**config.mk**
```make
export PLATFORM = sky130hd
export DESIGN_NAME = mcfc_regs
export DESIGN_NICKNAME = d
export VERILOG_FILES = /design/src/sv/mcfc_pkg.sv /design/src/sv/mcfc_regs.sv
export SDC_FILE = /design/constraint.sdc
export NUM_CORES = 1
export LEC_CHECK = 0
export BUFFER_PORTS_ARGS = -buffer_cell sky130_fd_sc_hd__buf_2
export CAP_MARGIN = 20
export CORE_ASPECT_RATIO = 0.9
export CORE_MARGIN = 2
export CORE_UTILIZATION = 38
export CTS_CLUSTER_SIZE = 40
export DETAILED_ROUTE_END_ITERATION = 7
export PLACE_DENSITY = 0.73
export SLEW_MARGIN = 20
export SYNTH_ARGS = -nofsm -noshare
export SYNTH_HDL_FRONTEND = slang
export SYNTH_SLANG_ARGS = --single-unit
```
**constraint.sdc**
```tcl
create_clock -name clk -period 2.8 [get_ports clk]
set_input_delay 0.28 -clock clk [delete_from_list [all_inputs] [get_ports clk]]
set_output_delay 0.28 -clock clk [all_outputs]
set_load 0.05 [all_outputs]
```
**src/sv/mcfc_pkg.sv**
```systemverilog
// shared types, register codes and reset values for the mohr-coulomb failure check
package mcfc_pkg;

    localparam int STRESS_WIDTH_DEF   = 32;
    localparam int COEF_FRAC_BITS_DEF = 14;
    localparam int ADDR_WIDTH         = 5;
    localparam int DATA_WIDTH         = 32;

    typedef enum logic [1:0] {
        CMD_PARTICLE = 2'd0,
        CMD_PAIR     = 2'd1,
        CMD_BRIDGE   = 2'd2,
        CMD_NONE     = 2'd3
    } cmd_t;

    typedef enum logic [1:0] {
        KIND_INTACT  = 2'd0,
        KIND_TENSILE = 2'd1,
        KIND_SHEAR   = 2'd2,
        KIND_UNUSED  = 2'd3
    } kind_t;

    typedef enum logic [2:0] {
        REG_COHESION = 3'd0,
        REG_TENSILE  = 3'd1,
        REG_SLOPE    = 3'd2,
        REG_SINE     = 3'd3,
        REG_COSINE   = 3'd4,
        REG_PAIR_W   = 3'd5,
        REG_BRIDGE_W = 3'd6,
        REG_SPARE    = 3'd7
    } reg_idx_t;

    localparam logic [15:0] SINE_RST     = 16'h4000;
    localparam logic [14:0] PAIR_W_RST   = 15'h2000;
    localparam logic [14:0] BRIDGE_W_RST = 15'h2000;

    typedef struct packed {
        logic [30:0] cohesion;
        logic [30:0] tensile_strength;
        logic [17:0] friction_slope;
        logic [15:0] plane_sine;
        logic [15:0] plane_cosine;
        logic [14:0] pair_weight;
        logic [14:0] bridge_weight;
    } cfg_t;

    typedef struct packed {
        cmd_t cmd;
        logic kill;
    } ctrl_t;

endpackage

```
**src/sv/mcfc_regs.sv**
```systemverilog
// apb configuration register file
module mcfc_regs
(
    input  logic                             clk,
    input  logic                             rst_n,
    input  logic                             psel,
    input  logic                             penable,
    input  logic                             pwrite,
    input  logic [mcfc_pkg::ADDR_WIDTH-1:0]  paddr,
    input  logic [mcfc_pkg::DATA_WIDTH-1:0]  pwdata,
    output logic [mcfc_pkg::DATA_WIDTH-1:0]  prdata,
    output logic                             pready,
    output mcfc_pkg::cfg_t                   cfg
);

    mcfc_pkg::cfg_t   cfg_reg;
    mcfc_pkg::reg_idx_t idx;
    logic             wr;

    assign idx    = mcfc_pkg::reg_idx_t'(paddr[4:2]);
    assign wr     = psel && penable && pwrite;
    assign pready = 1'b1;
    assign cfg    = cfg_reg;

    always_ff @(posedge clk or negedge rst_n)
    begin
        if (!rst_n)
        begin
            cfg_reg.cohesion         <= '0;
            cfg_reg.tensile_strength <= '0;
            cfg_reg.friction_slope   <= '0;
            cfg_reg.plane_sine       <= mcfc_pkg::SINE_RST;
            cfg_reg.plane_cosine     <= '0;
            cfg_reg.pair_weight      <= mcfc_pkg::PAIR_W_RST;
            cfg_reg.bridge_weight    <= mcfc_pkg::BRIDGE_W_RST;
        end
        else if (wr)
        begin
            unique case (idx)
                mcfc_pkg::REG_COHESION: cfg_reg.cohesion         <= pwdata[30:0];
                mcfc_pkg::REG_TENSILE:  cfg_reg.tensile_strength <= pwdata[30:0];
                mcfc_pkg::REG_SLOPE:    cfg_reg.friction_slope   <= pwdata[17:0];
                mcfc_pkg::REG_SINE:     cfg_reg.plane_sine       <= pwdata[15:0];
                mcfc_pkg::REG_COSINE:   cfg_reg.plane_cosine     <= pwdata[15:0];
                mcfc_pkg::REG_PAIR_W:   cfg_reg.pair_weight      <= pwdata[14:0];
                mcfc_pkg::REG_BRIDGE_W: cfg_reg.bridge_weight    <= pwdata[14:0];
                default: ;
            endcase
        end
    end

    always_comb
    begin
        prdata = '0;
        unique case (idx)
            mcfc_pkg::REG_COHESION: prdata = {1'b0, cfg_reg.cohesion};
            mcfc_pkg::REG_TENSILE:  prdata = {1'b0, cfg_reg.tensile_strength};
            mcfc_pkg::REG_SLOPE:    prdata = {14'd0, cfg_reg.friction_slope};
            mcfc_pkg::REG_SINE:     prdata = {16'd0, cfg_reg.plane_sine};
            mcfc_pkg::REG_COSINE:   prdata = {16'd0, cfg_reg.plane_cosine};
            mcfc_pkg::REG_PAIR_W:   prdata = {17'd0, cfg_reg.pair_weight};
            mcfc_pkg::REG_BRIDGE_W: prdata = {17'd0, cfg_reg.bridge_weight};
            default:                prdata = '0;
        endcase
    end

endmodule

```
==> qor.csv <==
stage,metric,value,unit
cells_and_area,Final Util,50.17,%
setup_path,CP Max Fanout,20,
clock_tree,cts bufs inserted,17,
clock_tree,clock root cell,clkbuf_16,
logic_synthesis,Netlist cell types,30,
global_routing,first-pass GRT wire length,29.01,mm
logic_synthesis,Synth area leaders,"dfrtp_1, mux2_2, mux2i_1",
logic_synthesis,"Net Count, Synth",530,
drt,TritonRoute pass-1 iters,4,
clock_tree,Max clock buf depth,2,
power_and_ir_drop,switching share of power,42.55,%
drt,final wirelength,18.67,mm
power_and_ir_drop,Pint,4.510,mW
die,row cnt,45,
logic_synthesis,Seq cells post-synth,142,
power_and_ir_drop,Pwr Total,7.851,mW
sta,skew final,0,ps
cells_and_area,area of the multi-input gates,0.002868,mm^2
clock_tree,"Clk Latency, worst-skew pair",400,ps
die,I/O pin count,217,
cells_and_area,# diodes,0,
sta,endpoints failing hold,0,
global_routing,largest net degree at the start of global routing,69,
die,Placeable Area,0.01700,mm^2
die,Die ar.,0.01854,mm^2
cells_and_area,layout cells sized above 1,58.83,%
clock_tree,"Clk pin slew, worst setup/hold paths",60,ps
drt,"antenna viol nets, final",0,
cells_and_area,Nets,748,
clock_tree,CTS tree,yes,
place,Placer Congestion,0.7447,
cells_and_area,flip-flop and latch area,0.003557,mm^2
logic_synthesis,cell with the most instances after synthesis,mux2_2,
clock_tree,# H-tree levels,4,
min_path,worst min-delay path startpoint,pwdata[23],
drt,Initial DRC Count,220,
drt,routed vias/inst,5.080,
cells_and_area,Area growth syn-to-layout,28.54,%
place,DPL Wire Length,12.70,mm
die,Die H,129.4,um
setup_path,startpoint types,input pin,
power_and_ir_drop,total leakage power,4.225,nW
setup_path,Crit Path Category,in -> out,
logic_synthesis,prevailing post-synth register cell,dfrtp_1,
logic_synthesis,synthesized area,0.006636,mm^2
logic_synthesis,Syn. warnings,0,
setup_path,crit path to,prdata[7],
cells_and_area,post-route design area,0.008531,mm^2
power_and_ir_drop,maximum VDD drop,563.4,uV
power_and_ir_drop,Comb power frac,37.6,%
power_and_ir_drop,Clk network pwr share,26.9,%
logic_synthesis,Mean Syn Cell Area,13.60,um^2
sta,crit path time final,2160,ps
global_routing,vias in the first global route,5050,
power_and_ir_drop,P_sw,3.340,mW
setup_path,crit path DAT,1880,ps
global_routing,antenna violations before repair,0,
cells_and_area,FILL cells,1574,
setup_path,worst setup path start,paddr[4],
setup_path,Worst setup EP type,output port,
sta,"Slew Viols, Final",0,
place,buffers added on ports,211,
die,die width,143.3,um
logic_synthesis,ys async rst share,100.0,%
logic_synthesis,Post-synth EDFFs,0,
logic_synthesis,top post-synthesis cells by count,"mux2_2, dfrtp_1, mux2i_1, nand2_1, buf_4",
setup_path,Reg-to-Reg End,cfg[132],
setup_path,Reg2Reg Depth,1,
global_routing,Total GRT Usage,20.70,%
power_and_ir_drop,Cell Pwr Density,920.3,mW/mm^2
sta,Worst-Margin Slew,754.6,ps
die,Starting Density,39.03,%
logic_synthesis,Synth Instances,488,
power_and_ir_drop,sequential power share,35.5,%
setup_path,"Req. time, crit path",2520,ps
global_routing,global route overflow,0,
sta,RSZ-0062 raised after global routing,false,
min_path,Worst Hold Class,in -> reg,
cells_and_area,max FFs per register,142,
drt,drt wl/cell,19.57,um
logic_synthesis,post-synthesis sequential area ratio,53.60,%
run,max_cap viols,0,
logic_synthesis,top-area cell type share of the netlist area,52.41,%
drt,routed vias,4846,
clock_tree,clock sink total,142,
logic_synthesis,post-synth top area cell,dfrtp_1,
place,Area after DPL,0.007979,mm^2
sta,fin crit share,77.13,%
drt,detailed-route DRC error count,0,
sta,Peak Freq,463.0,MHz
sta,Final setup viols,0,
setup_path,Critical R2R Launch,cfg[132],
clock_tree,post-CTS setup buffers,0,
outcome,status,completed,
setup_path,R2R setup slack,1980,ps
sta,Slew Limit Headroom,49.51,%
sta,setup TNS,0,ps
[cells in the final DEF, fill, tap and decap left out, types with 3 or more instances in the layout]
master / Yosys / final
nor2_1: 14 / 14
buf_12: 0 / 3
a32oi_1: 7 / 7
buf_2: 12 / 209
mux2_2: 144 / 144
mux2_1: 14 / 14
or2_2: 10 / 10
buf_4: 16 / 19
nand3_1: 7 / 7
mux2i_1: 32 / 32
clkbuf_1: 4 / 7
nand2_1: 26 / 26
o22a_1: 7 / 7
a31oi_1: 8 / 8
clkbuf_16: 0 / 17
dfstp_2: 3 / 3
clkinvlp_4: 0 / 3
o21a_1: 8 / 8
dfrtp_1: 139 / 139
o211ai_1: 7 / 7
o22ai_1: 9 / 9
nor2_4: 7 / 7
[repair_timing]
item,in CTS,in global routing
endpoints found under the hold margin,32,0
hold buffers,1,0
gates resized for setup,0,0
[stage by stage]
stage	hold slack, ps	worst slack [ps]	cells
2_1_floorplan	-15.59	567.3	488
3_3_place_gp	197.0	637.4	921
3_5_place_dp	198.5	622.8	921
4_1_cts	79.23	622.9	954
5_1_grt	95.47	500.9	954
6_report	99.78	640.2	954
[worst min-delay path by stage]
| stage | to | cells past startpoint |
|---|---|---|
| after floorplan | cfg[0] | 0 |
| after global placement | cfg[136] | 1 |
| after detailed placement | cfg[136] | 1 |
| after CTS | cfg[134] | 2 |
| after global routing | cfg[134] | 2 |
| final | cfg[134] | 2 |
[power groups by stage]
stage | sequential (mW) | clock (mW) | combinational, mW
after detailed placement | 2.82 | 0 | 2.96
after CTS | 2.79 | 2.16 | 2.97
final | 2.79 | 2.11 | 2.95
after global routing | 2.85 | 2.25 | 3.09
after floorplan | 4.18 | 0 | 0.826
after global placement | 2.80 | 0 | 2.94
[critical path, stage by stage]
cell      delay [ps]
buf_2            380
buf_4            300
nor3b_1          200
buf_4            200
a32oi_1           70
o211ai_1         150
buf_2            300
[per-layer routing]
metal	vias to the layer above	track usage (%)	wire, um
met1	2474	26.41	8194
li1	2194	-	-
met3	12	5.987	1225
met4	0	5.017	140
met5	-	0	0
met2	166	35.01	9110
[cells by family (layout without fill, tap and decap cells)]
| logic type | Yosys count | count (layout) | synth area share (%) |
|---|---|---|---|
| compound gates | 49 | 49 | 5.373 |
| mux | 190 | 190 | 31.64 |
| flops | 142 | 142 | 53.60 |
| buf+inv | 34 | 265 | 3.186 |
| simple gates | 71 | 71 | 6.090 |
| other cells | 2 | 2 | 0.1132 |
[cell type report]
class	count	share of cell area, %
tap	235	3.447
clock buffer	26	5.617
timing repair buffer	233	14.89
sequential	142	41.70
multi-input combinational	312	33.62
clock inverter	6	0.7334
Power figures use the tool's default switching activity.
