### src/sv/mcfc_pkg.sv
// shared types, register codes and reset values for the mohr-coulomb failure check
package mcfc_pkg;

    localparam int STRESS_WIDTH_DEF   = 32;
    localparam int COEF_FRAC_BITS_DEF = 14;
    localparam int ADDR_WIDTH         = 5;
    localparam int DATA_WIDTH         = 32;

    typedef enum logic [1:0] {
        CMD_PARTICLE = 2'd0,
        CMD_PAIR     = 2'd1,
        CMD_BRIDGE   = 2'd2,
        CMD_NONE     = 2'd3
    } cmd_t;

    typedef enum logic [1:0] {
        KIND_INTACT  = 2'd0,
        KIND_TENSILE = 2'd1,
        KIND_SHEAR   = 2'd2,
        KIND_UNUSED  = 2'd3
    } kind_t;

    typedef enum logic [2:0] {
        REG_COHESION = 3'd0,
        REG_TENSILE  = 3'd1,
        REG_SLOPE    = 3'd2,
        REG_SINE     = 3'd3,
        REG_COSINE   = 3'd4,
        REG_PAIR_W   = 3'd5,
        REG_BRIDGE_W = 3'd6,
        REG_SPARE    = 3'd7
    } reg_idx_t;

    localparam logic [15:0] SINE_RST     = 16'h4000;
    localparam logic [14:0] PAIR_W_RST   = 15'h2000;
    localparam logic [14:0] BRIDGE_W_RST = 15'h2000;

    typedef struct packed {
        logic [30:0] cohesion;
        logic [30:0] tensile_strength;
        logic [17:0] friction_slope;
        logic [15:0] plane_sine;
        logic [15:0] plane_cosine;
        logic [14:0] pair_weight;
        logic [14:0] bridge_weight;
    } cfg_t;

    typedef struct packed {
        cmd_t cmd;
        logic kill;
    } ctrl_t;

endpackage

### src/sv/mcfc_eval.sv
// plane projection, shear and tension tests, result register
module mcfc_eval
#(
    parameter int STRESS_WIDTH   = mcfc_pkg::STRESS_WIDTH_DEF,
    parameter int COEF_FRAC_BITS = mcfc_pkg::COEF_FRAC_BITS_DEF
)
(
    input  logic                           clk,
    input  logic                           rst_n,
    input  logic                           en,
    input  logic                           in_valid,
    input  mcfc_pkg::ctrl_t                in_ctrl,
    input  logic signed [STRESS_WIDTH+3:0] d,
    input  logic signed [STRESS_WIDTH+3:0] r,
    input  mcfc_pkg::cfg_t                 cfg,
    output logic                           out_valid,
    output logic [1:0]                     failure_kind,
    output logic                           cut_bond
);

    localparam int SW = STRESS_WIDTH;
    localparam int Q  = COEF_FRAC_BITS;
    localparam int WD = SW + 4;
    localparam int LW = SW + Q + 48;

    logic                 v1_reg, v2_reg, v3_reg, out_valid_reg;
    mcfc_pkg::ctrl_t      c1_reg, c2_reg, c3_reg;
    logic signed [WD+15:0] pc_reg;
    logic signed [WD+16:0] ps_reg;
    logic signed [WD-1:0] d1_reg;
    logic                 t1_reg, t2_reg, t3_reg;
    logic signed [WD-1:0] n2_reg;
    logic signed [WD-1:0] lhs2_reg, lhs3_reg;
    logic                 neg3_reg;
    logic signed [WD+18:0] nf3_reg;
    mcfc_pkg::kind_t      kind_reg, kind_next;
    logic                 cut_reg, cut_next;

    logic [15:0]          sin_abs;
    logic                 tens_next;
    logic signed [LW-1:0] n2_w, lhs_w, rhs_w, two_t, two_c;
    logic                 shear;

    always_comb
    begin
        sin_abs   = cfg.plane_sine[15] ? 16'(-cfg.plane_sine) : cfg.plane_sine;
        two_t     = LW'($signed({2'b00, cfg.tensile_strength, 1'b0}));
        tens_next = (LW'(d) + LW'(r)) >= two_t;
        n2_w      = LW'(d1_reg) - (LW'(pc_reg) >>> Q);
        lhs_w     = LW'(ps_reg) >>> Q;
        two_c     = LW'($signed({2'b00, cfg.cohesion, 1'b0}));
        rhs_w     = two_c - (LW'(nf3_reg) >>> Q);
        if (rhs_w < 0)
        begin
            rhs_w = -rhs_w;
        end
        shear = LW'(lhs3_reg) >= rhs_w;
    end

    always_comb
    begin
        kind_next = mcfc_pkg::KIND_INTACT;
        cut_next  = 1'b0;
        if (!c3_reg.kill)
        begin
            if (c3_reg.cmd == mcfc_pkg::CMD_PARTICLE)
            begin
                if (shear)
                    kind_next = mcfc_pkg::KIND_SHEAR;
                else if (t3_reg)
                    kind_next = mcfc_pkg::KIND_TENSILE;
            end
            else if (shear && neg3_reg)
            begin
                kind_next = mcfc_pkg::KIND_SHEAR;
                cut_next  = 1'b1;
            end
            else if (t3_reg)
            begin
                kind_next = mcfc_pkg::KIND_TENSILE;
                cut_next  = 1'b1;
            end
        end
    end

    always_ff @(posedge clk or negedge rst_n)
    begin
        if (!rst_n)
        begin
            v1_reg        <= 1'b0;
            v2_reg        <= 1'b0;
            v3_reg        <= 1'b0;
            out_valid_reg <= 1'b0;
        end
        else if (en)
        begin
            v1_reg        <= in_valid;
            v2_reg        <= v1_reg;
            v3_reg        <= v2_reg;
            out_valid_reg <= v3_reg;
        end
    end

    always_ff @(posedge clk)
    begin
        if (en)
        begin
            c1_reg   <= in_ctrl;
            c2_reg   <= c1_reg;
            c3_reg   <= c2_reg;
            pc_reg   <= (WD+16)'(r) * (WD+16)'($signed(cfg.plane_cosine));
            ps_reg   <= (WD+17)'(r) * (WD+17)'($signed({1'b0, sin_abs}));
            d1_reg   <= d;
            t1_reg   <= tens_next;
            t2_reg   <= t1_reg;
            t3_reg   <= t2_reg;
            n2_reg   <= WD'(n2_w);
            lhs2_reg <= WD'(lhs_w);
            lhs3_reg <= lhs2_reg;
            neg3_reg <= n2_reg[WD-1];
            nf3_reg  <= (WD+19)'(n2_reg) * (WD+19)'($signed({1'b0, cfg.friction_slope}));
            kind_reg <= kind_next;
            cut_reg  <= cut_next;
        end
    end

    assign out_valid    = out_valid_reg;
    assign failure_kind = kind_reg;
    assign cut_bond     = cut_reg;

endmodule

### config.mk
export PLATFORM = sky130hd
export DESIGN_NAME = mcfc_eval
export DESIGN_NICKNAME = d
export VERILOG_FILES = /design/src/sv/mcfc_pkg.sv /design/src/sv/mcfc_eval.sv
export SDC_FILE = /design/constraint.sdc
export NUM_CORES = 2
export LEC_CHECK = 0
export BUFFER_PORTS_ARGS = -buffer_cell sky130_fd_sc_hd__buf_2
export CAP_MARGIN = 20
export CORE_MARGIN = 2
export CORE_UTILIZATION = 55
export CTS_CLUSTER_DIAMETER = 120
export CTS_CLUSTER_SIZE = 25
export DETAILED_ROUTE_END_ITERATION = 8
export PLACE_DENSITY = 0.81
export SETUP_SLACK_MARGIN = 0.3
export SKIP_LAST_GASP = 1
export SYNTH_ARGS = -nofsm -noshare
export SYNTH_HDL_FRONTEND = slang
export SYNTH_SLANG_ARGS = --single-unit
### constraint.sdc
create_clock -name clk -period 6.2 [get_ports clk]
set_clock_uncertainty 0.05 [all_clocks]
set_input_delay 1.86 -clock clk [delete_from_list [all_inputs] [get_ports clk]]
set_output_delay 1.86 -clock clk [all_outputs]
set_load 0.05 [all_outputs]
==> results.json <==
{
  "start_util_pct": 55.4,
  "drt-wirelength-per-cell_um": 21.2,
  "die_area_um2": 142000,
  "synth_area_per_cell_um2": 9.33,
  "hold_violations": 0,
  "area_growth_pct": 23.6,
  "violations": "negative setup slack",
  "slew_headroom_pct": 28.3,
  "fin_util_pct": 68.5,
  "grt_pass1_wl_um": 363000,
  "period_minus_slack_ns": 9.29,
  "reg2reg_depth": 31,
  "cp-end-kind": "register",
  "place_congestion": 0.988,
  "path_max_fanout": 5,
  "grt_overflow": 0,
  "drt-initial-drc-count": 5895,
  "crit_path_start_kind": "input port",
  "cp.arrival_ns": 9.58,
  "ant_nets": 0,
  "h-tree-depth": 1,
  "cts_tree": "built",
  "vias": 63500,
  "synth_area_um2": 76300,
  "fmax_mhz": 108,
  "cap_viol_max_count": 0,
  "hold_class": "register to register",
  "insertion_delay_ns": 0.60,
  "rows": 136,
  "final_nets": 11900,
  "die-height_um": 376,
  "crit_required_ns": 6.49,
  "fillers": 9358,
  "grt.total_usage_pct": 32.8,
  "post-route-period-util_pct": 150,
  "async_flop_share_pct": 1.44,
  "vias_per_cell": 5.64,
  "die_x_um": 376,
  "io_buffers": 194,
  "drv_slew": 0,
  "synth_cells": 8175,
  "synth-seq-cells": 277,
  "path_common_cell": "fa_1",
  "yosysWarnings": 0,
  "status": "complete, but fails checks",
  "routed_wl_um": 238000,
  "setup_slack_ns": -3.09,
  "drt_pre_antenna_iters": 6,
  "ys_seq_area_share_pct": 10.9,
  "holdPathStages": 0,
  "synth_cell_types": 87,
  "rsz0062_at_grt": "true",
  "synth_ff_type": "edfxtp_1",
  "fin_hold_ws_ns": 0.367,
  "drive_above_1_share_pct": 22.7,
  "postCtsHoldBufs": 0,
  "clockBufferDepth": 3,
  "dp_slack_ns": -3.69,
  "synth_edf_count": 273,
  "cpPeakStageDelay_ns": 0.61,
  "dpl.hpwl_um": 187000,
  "crit_type": "input port to register",
  "crit_path_top_delay_cell": "fa_1",
  "core_area_um2": 138000,
  "io_pins": 225,
  "largest_register_ffs": 41,
  "grt_pass1_vias": 69700,
  "grt_max_degree": 88,
  "cts_sinks": 277,
  "cts_buffers": 19,
  "clk_pin_slew_ns": 0.10,
  "tightest_slew_ns": 1.07,
  "drcViolationCount": 0,
  "report.final.setup_viol": 117,
  "cts_root_buffer": "clkbuf_16",
  "antenna_found_initial": 15
}
## critical path, delay by kind of cell
family,cells,cell delay (ns)
XOR/XNOR,2,0.35
adder cells (fa/ha/maj),7,3.34
AND/OR/NAND/NOR,8,1.44
AO/OA/AOI/OAI,8,1.84
buffers and inverters,6,0.72
## area by class of cell
class	count	area, um^2	share of cell area [%]
multi-input combinational	5718	62700	66.5
clock buffer	20	479	0.508
clock inverter	12	191	0.203
tap	1794	2240	2.38
timing repair buffer	1547	13300	14.1
inverter	1882	7060	7.49
sequential	277	8300	8.80
antenna	11	27.5	0.0292
## cell usage in the layout, fill, tap and decap left out, types with 133 or more instances in the layout
master       n
a21oi_1    172
and2_1     607
buf_2      150
buf_4     1162
edfxtp_1   273
fa_1      1589
ha_1       519
inv_1     1827
nand2_1   1171
nor2_1     133
xnor2_1    173
## Yosys cell counts, types with 6 or more instances
cell type,instances,area (um^2)
o31ai_1,14,105
nor3_1,53,265
nor4_1,7,43.8
buf_1,9,33.8
xor2_1,78,683
o21a_1,45,338
edfxtp_1,273,8200
a31oi_1,20,125
inv_1,1882,7060
nor2b_1,37,231
o31a_1,7,61.3
or3_1,10,62.6
and2_1,636,3980
a2111oi_0,9,78.8
a21boi_0,8,60.1
and3_1,32,200
xnor2_1,193,1690
buf_2,6,30.0
nor2_1,161,604
a21o_1,129,968
and4_1,11,96.3
nand3_1,61,305
nand2b_1,66,413
a21oi_1,218,1090
nand2_1,1238,4650
ha_1,588,7360
a221oi_1,7,61.3
a211oi_1,30,225
a31o_2,7,61.3
o21ai_0,115,576
nor3b_1,8,60.1
o211ai_1,17,128
clkbuf_1,330,1240
o2111ai_1,8,70.1
nand4_1,38,238
o21bai_1,27,203
or2_2,19,119
fa_1,1673,33500
## worst paths after layout
path                           endpoint    startpoint  slack [ns]
setup / recovery             ps_reg[44]       cfg[48]       -3.09
hold / removal             lhs3_reg[17]  lhs2_reg[17]        0.37
setup reg to reg            nf3_reg[48]     n2_reg[8]       -0.82
hold reg to reg            lhs3_reg[17]  lhs2_reg[17]        0.37
max in group asynchronous        v2_reg         rst_n        4.99
min in group asynchronous        v1_reg         rst_n        1.00
## stage by stage
| step | setup TNS [ns] | std cells | instance area (um^2) |
|---|---|---|---|
| 5_1_grt | -196.76 | 11300 | 94300 |
| 3_5_place_dp | -253.65 | 11000 | 89100 |
| 2_1_floorplan | -159.22 | 8223 | 78600 |
| 3_3_place_gp | -238.96 | 11000 | 89100 |
| 6_report | -177.06 | 11300 | 94300 |
| 4_1_cts | -153.22 | 11200 | 92900 |
## routing by layer
metal / global-route usage, % / wire [um] / vias up
met1: 39.1 / 82600 / 31500
met4: 20.5 / 19200 / 6
met2: 55.2 / 115000 / 3658
li1: - / - / 27100
met3: 5.81 / 21900 / 1247
met5: 0 / 47 / -
## what timing repair did
item,4_1_cts,5_1_grt
pin swaps,266,184
resized for setup,499,178
setup endpoints to repair,117,117
buffers inserted,123,61
gates cloned,11,4
## cells by family after synthesis
family | count (synthesis) | share of synthesized area, %
and+or+nand+nor | 2410 | 15.2
buffers and inverters | 2228 | 11.0
other | 1 | 0.00491
adders and majority gates | 2261 | 53.5
xor gates and xnor gates | 271 | 3.11
AOI/OAI and AO/OA | 719 | 6.20
muxes | 8 | 0.111
DFF | 277 | 10.9
Power is left out: the tool's default activity adds up to more than one toggle a clock period on the data nets, which glitch-free logic cannot reach.
