$ cat src/sv/mcfc_pkg.sv
// shared types, register codes and reset values for the mohr-coulomb failure check
package mcfc_pkg;

    localparam int STRESS_WIDTH_DEF   = 32;
    localparam int COEF_FRAC_BITS_DEF = 14;
    localparam int ADDR_WIDTH         = 5;
    localparam int DATA_WIDTH         = 32;

    typedef enum logic [1:0] {
        CMD_PARTICLE = 2'd0,
        CMD_PAIR     = 2'd1,
        CMD_BRIDGE   = 2'd2,
        CMD_NONE     = 2'd3
    } cmd_t;

    typedef enum logic [1:0] {
        KIND_INTACT  = 2'd0,
        KIND_TENSILE = 2'd1,
        KIND_SHEAR   = 2'd2,
        KIND_UNUSED  = 2'd3
    } kind_t;

    typedef enum logic [2:0] {
        REG_COHESION = 3'd0,
        REG_TENSILE  = 3'd1,
        REG_SLOPE    = 3'd2,
        REG_SINE     = 3'd3,
        REG_COSINE   = 3'd4,
        REG_PAIR_W   = 3'd5,
        REG_BRIDGE_W = 3'd6,
        REG_SPARE    = 3'd7
    } reg_idx_t;

    localparam logic [15:0] SINE_RST     = 16'h4000;
    localparam logic [14:0] PAIR_W_RST   = 15'h2000;
    localparam logic [14:0] BRIDGE_W_RST = 15'h2000;

    typedef struct packed {
        logic [30:0] cohesion;
        logic [30:0] tensile_strength;
        logic [17:0] friction_slope;
        logic [15:0] plane_sine;
        logic [15:0] plane_cosine;
        logic [14:0] pair_weight;
        logic [14:0] bridge_weight;
    } cfg_t;

    typedef struct packed {
        cmd_t cmd;
        logic kill;
    } ctrl_t;

endpackage

$ cat src/sv/mcfc_blend.sv
// stress selection and weighted blend, three stages
module mcfc_blend
#(
    parameter int STRESS_WIDTH   = mcfc_pkg::STRESS_WIDTH_DEF,
    parameter int COEF_FRAC_BITS = mcfc_pkg::COEF_FRAC_BITS_DEF
)
(
    input  logic                           clk,
    input  logic                           rst_n,
    input  logic                           en,
    input  logic                           in_valid,
    input  mcfc_pkg::ctrl_t                in_ctrl,
    input  logic signed [STRESS_WIDTH-1:0] own [3],
    input  logic signed [STRESS_WIDTH-1:0] peer [3],
    input  logic signed [STRESS_WIDTH-1:0] brg [3],
    input  logic [14:0]                    pair_weight,
    input  logic [14:0]                    bridge_weight,
    output logic                           out_valid,
    output mcfc_pkg::ctrl_t                out_ctrl,
    output logic signed [STRESS_WIDTH:0]   s [3]
);

    localparam int SW = STRESS_WIDTH;
    localparam int Q  = COEF_FRAC_BITS;
    localparam int WW = (Q + 2 > 16) ? Q + 2 : 16;
    localparam int PW = SW + Q + 2;
    localparam logic [WW-1:0] ONE = WW'(1) << Q;

    logic signed [SW-1:0] base_reg [3];
    logic signed [SW-1:0] base_next [3];
    logic signed [SW:0]   diff_reg [3];
    logic signed [SW:0]   diff_next [3];
    logic [Q:0]           wn_reg;
    logic [Q:0]           wn_next;
    logic signed [SW-1:0] base2_reg [3];
    logic signed [PW-1:0] prod_reg [3];
    logic signed [SW:0]   s_reg [3];
    logic [2:0]           v_reg;
    mcfc_pkg::ctrl_t      c1_reg, c2_reg, c3_reg;

    logic [WW-1:0] w_ext;
    logic [WW-1:0] w_cl;
    logic [WW-1:0] w_neg;

    always_comb
    begin
        w_ext = (in_ctrl.cmd == mcfc_pkg::CMD_PAIR) ? WW'(pair_weight) : WW'(bridge_weight);
        w_cl  = (w_ext > ONE) ? ONE : w_ext;
        w_neg = ONE - w_cl;
        wn_next = w_neg[Q:0];
    end

    always_comb
    begin
        logic signed [SW:0] sum;
        logic signed [SW:0] avg;
        for (int k = 0; k < 3; k++)
        begin
            sum = (SW+1)'(own[k]) + (SW+1)'(peer[k]);
            avg = sum >>> 1;
            case (in_ctrl.cmd)
                mcfc_pkg::CMD_PAIR:
                begin
                    base_next[k] = own[k];
                    diff_next[k] = (SW+1)'(peer[k]) - (SW+1)'(own[k]);
                end
                mcfc_pkg::CMD_BRIDGE:
                begin
                    base_next[k] = brg[k];
                    diff_next[k] = avg - (SW+1)'(brg[k]);
                end
                default:
                begin
                    base_next[k] = own[k];
                    diff_next[k] = '0;
                end
            endcase
        end
    end

    always_ff @(posedge clk or negedge rst_n)
    begin
        if (!rst_n)
        begin
            v_reg <= '0;
        end
        else if (en)
        begin
            v_reg <= {v_reg[1:0], in_valid};
        end
    end

    always_ff @(posedge clk)
    begin
        if (en)
        begin
            c1_reg <= in_ctrl;
            c2_reg <= c1_reg;
            c3_reg <= c2_reg;
            wn_reg <= wn_next;
            for (int k = 0; k < 3; k++)
            begin
                base_reg[k]  <= base_next[k];
                diff_reg[k]  <= diff_next[k];
                base2_reg[k] <= base_reg[k];
                prod_reg[k]  <= PW'(diff_reg[k]) * PW'($signed({1'b0, wn_reg}));
                s_reg[k]     <= (SW+1)'(PW'(base2_reg[k]) + (prod_reg[k] >>> Q));
            end
        end
    end

    assign out_valid = v_reg[2];
    assign out_ctrl  = c3_reg;
    assign s         = s_reg;

endmodule

$ cat config.mk
export PLATFORM = sky130hd
export DESIGN_NAME = mcfc_blend
export DESIGN_NICKNAME = d
export VERILOG_FILES = /design/src/sv/mcfc_pkg.sv /design/src/sv/mcfc_blend.sv
export SDC_FILE = /design/constraint.sdc
export NUM_CORES = 2
export LEC_CHECK = 0
export BUFFER_PORTS_ARGS = -buffer_cell sky130_fd_sc_hd__buf_2
export CAP_MARGIN = 20
export CORE_ASPECT_RATIO = 2
export CORE_MARGIN = 3
export CORE_UTILIZATION = 43
export CTS_CLUSTER_DIAMETER = 150
export DETAILED_ROUTE_END_ITERATION = 12
export GPL_ROUTABILITY_DRIVEN = 1
export PLACE_DENSITY = 0.6
export SYNTH_ARGS = -nofsm -noshare
export SYNTH_HDL_FRONTEND = slang
export SYNTH_SLANG_ARGS = --single-unit
export TNS_END_PERCENT = 30
$ cat constraint.sdc
create_clock -name clk -period 10.2 [get_ports clk]
set_input_delay 0.51 -clock clk [delete_from_list [all_inputs] [get_ports clk]]
set_output_delay 0.51 -clock clk [all_outputs]
set_load 0.02 [all_outputs]
==> results.json <==
{
  "skew_ns": 0.04491,
  "drt-vias-per-instance": 5.432,
  "synth-seq-cells": 516,
  "synth_edf_count": 513,
  "cp_num_buf_inv": 4,
  "holdPathEnd": "base_reg[0][86]$_DFFE_PP_",
  "clk_pin_slew_ns": 0.07,
  "final_layout_size_suffix_gt1_frac": 0.07268,
  "track_usage": 0.2639,
  "hold_viol": 0,
  "io_pins": 428,
  "tightest_slew_ns": 1.149,
  "nFillCells": 18930,
  "async_flop_share": 0.005814,
  "slew_headroom": 0.2341,
  "htreeDepth": 2,
  "synth_top_area_frac": 0.3239,
  "setup_viol": 0,
  "row_count": 230,
  "drt_iter0_markers": 3966,
  "r2r-start": "wn_reg[12]$_DFFE_PP_",
  "run_status": "finished, final reports clean",
  "drc": 0,
  "fin_crit_ns": 8.254,
  "regToRegSetupSlack_ns": 1.95,
  "synth.distinct_cells": 97,
  "critPathTopFamily": "adder cells",
  "grt_max_degree": 164,
  "dr.pass1.iters": 6,
  "seq_area_frac_synth": 0.1823,
  "r2r-end": "prod_reg[0][43]$_DFFE_PP_",
  "design.die.area_sq_um": 203200,
  "tns_ns": 0,
  "maxCapViolCount": 0,
  "worstHoldStart": "brg[22]",
  "cp-end-kind": "flip-flop",
  "synth_nets": 11460,
  "cts.sinks": 516,
  "synth_largest_area_cell": "fa_1",
  "clk_path_buf_depth": 3,
  "max_stage_delay_ns": 0.93,
  "path_class": "reg -> reg",
  "insertion_delay_ns": 0.73,
  "crit_fanout": 31,
  "grt_setup_unrepaired": "false",
  "crit_chain": "buf_4 -> buf_4 -> and2_1 -> fa_1 -> fa_1 -> fa_1 -> fa_1 -> fa_1 -> inv_1 -> fa_1 -> inv_1 -> ha_1 -> a21o_1 -> a21oi_1 -> nand3_1 -> o2111a_1 -> o211ai_1 -> a31oi_1 -> a21oi_1 -> o21ai_0 -> a21oi_1 -> xnor2_1",
  "tritoncts": "built",
  "drt_wl_total_mm": 264.9,
  "holdPathStages": 3,
  "hpwl_mm": 211.9,
  "die_w_um": 320.2,
  "ant_nets": 0,
  "slowest_stage": "edfxtp_1",
  "wl_per_cell_um": 22.32,
  "holdCritPathClass": "in -> reg",
  "arrival_ns": 8.69,
  "cts-root-buf": "clkbuf_16",
  "antenna_found_initial": 44,
  "globalRouteOverflowTotal": 0,
  "synthFlopType": "edfxtp_1",
  "crit_start": "wn_reg[12]$_DFFE_PP_",
  "synth_area_sq_um": 84910,
  "fmax_mhz": 121.2,
  "fin_nets": 11650,
  "initial_core_util": 0.4327,
  "cts_buffers": 57,
  "maxSlewViolCount": 0,
  "syn_inst": 9048,
  "r2r_cells": 22,
  "crit_required_ns": 10.64,
  "syn2layout_area_growth_pct": 7.705,
  "core_area_sq_um": 196300,
  "syn_avg_cell_area_sq_um": 9.385,
  "die_h_um": 634.5,
  "place.gp.congestion": 0.9306,
  "ys_warn_count": 0,
  "dr_total_vias": 64450,
  "cpMostUsedCell": "fa_1",
  "startpoint_type": "flip-flop",
  "io_buffers": 427,
  "finalCritPeriodShare": 0.8092,
  "grt_pass1_vias": 71820,
  "synthTopCellsByArea": "fa_1 (32%), edfxtp_1 (18%), ha_1 (10%)",
  "grt_pass1_wl_mm": 409.4
}
## metrics by stage
| stage | hold WS (ns) | worst slack [ns] | util | area [sq um] | cells |
|---|---|---|---|---|---|
| floorplan | 0.2144 | 3.379 | - | 84910 | 9048 |
| finish | 0.09487 | 1.946 | 0.4660 | 91460 | 11870 |
| detailed placement | 0.3101 | 1.845 | 0.4559 | 89480 | 11730 |
| global placement | 0.3032 | 1.985 | 0.4558 | 89450 | 11730 |
| CTS | 0.03245 | 1.783 | 0.4655 | 91360 | 11840 |
| global route | 0.07978 | 1.497 | 0.4657 | 91410 | 11850 |
## logic make-up (layout without fill, tap and decap cells)
logic type	count (synthesis)	after routing	share of synthesized area
xor+xnor	441	441	0.04549
simple gates	2537	2537	0.1460
fa+ha+maj	2085	2085	0.4287
other cells	0	26	0
buf+inv	2154	2393	0.09641
flops	516	516	0.1823
compound gates	1289	1289	0.09794
mux	26	26	0.003197
## final cells by class
cell class	count	area, sq um	share of cell area
Clock buffer	64	1474	0.01612
Inverter	1780	6681	0.07306
Multi-Input combinational cell	6378	61290	0.6701
Clock inverter	41	372.9	0.004077
Sequential cell	516	15480	0.1693
Timing Repair Buffer	508	2903	0.03174
Tap cell	2552	3193	0.03491
Antenna cell	26	65.06	0.0007114
## placed cells by master, fill, tap and decap left out, drive strengths merged, types with 17 or more instances in the layout
master / instances
fa: 1374
inv: 1788
mux2i: 17
ha: 711
and2: 708
a21o: 150
xor2: 117
clkbuf: 64
nand4: 29
nor2b: 59
edfxtp: 513
buf: 504
a31oi: 49
nand3: 52
or2: 24
nor2: 351
or3: 31
clkinv: 23
o22ai: 33
xnor2: 324
and3: 33
nor3: 101
o21a: 59
o21bai: 64
nand2b: 57
diode: 26
a22oi: 34
nand2: 1014
o21ai: 290
a21oi: 346
o31ai: 33
a211oi: 34
## worst max-delay path by stage
stage	to	slack, ns	cells past startpoint
after floorplan	prod_reg[0][94]$_DFFE_PP_	3.38	25
after detailed placement	prod_reg[0][43]$_DFFE_PP_	1.84	23
after CTS	prod_reg[0][43]$_DFFE_PP_	1.78	23
after global placement	prod_reg[0][142]$_DFFE_PP_	1.99	22
after global routing	prod_reg[0][43]$_DFFE_PP_	1.50	23
final	prod_reg[0][43]$_DFFE_PP_	1.95	22
## worst register-to-register path, stage by stage (launching register included)
cell	delay, ns
edfxtp_1	0.93
buf_4	0.56
buf_4	0.48
and2_1	0.21
fa_1	0.45
fa_1	0.60
fa_1	0.46
fa_1	0.49
fa_1	0.50
inv_1	0.06
fa_1	0.48
inv_1	0.04
ha_1	0.31
a21o_1	0.17
a21oi_1	0.19
nand3_1	0.12
o2111a_1	0.36
o211ai_1	0.38
a31oi_1	0.27
a21oi_1	0.39
o21ai_0	0.22
a21oi_1	0.22
xnor2_1	0.09
## routing by layer
layer  GRT usage  up-vias  wire (um)
li1            -    28930          -
met1      0.2879    32620      93910
met2      0.4906     2146     139100
met3     0.05010      724      17700
met4      0.1237       24      14040
met5           0        -        149
## repair_timing
action                                  in CTS  in global routing
hold endpoints to repair                     6                  0
endpoints found under the setup margin       0                  0
hold buffers                                 4                  0
resized for setup                            0                  0
setup buffers                                0                  0
## cell usage after synthesis, types with 64 or more instances
cell / number
and2_1: 708
a21oi_1: 345
nor2_1: 351
xor2_1: 117
a21o_1: 150
xnor2_1: 324
fa_1: 1374
ha_1: 711
edfxtp_1: 513
inv_1: 1780
o21ai_0: 285
nand2_1: 1014
o21bai_1: 64
clkbuf_1: 353
nor3_1: 101
Power is not shown: default switching activity piles up to over one toggle a cycle in this logic, so the estimate is an artifact.
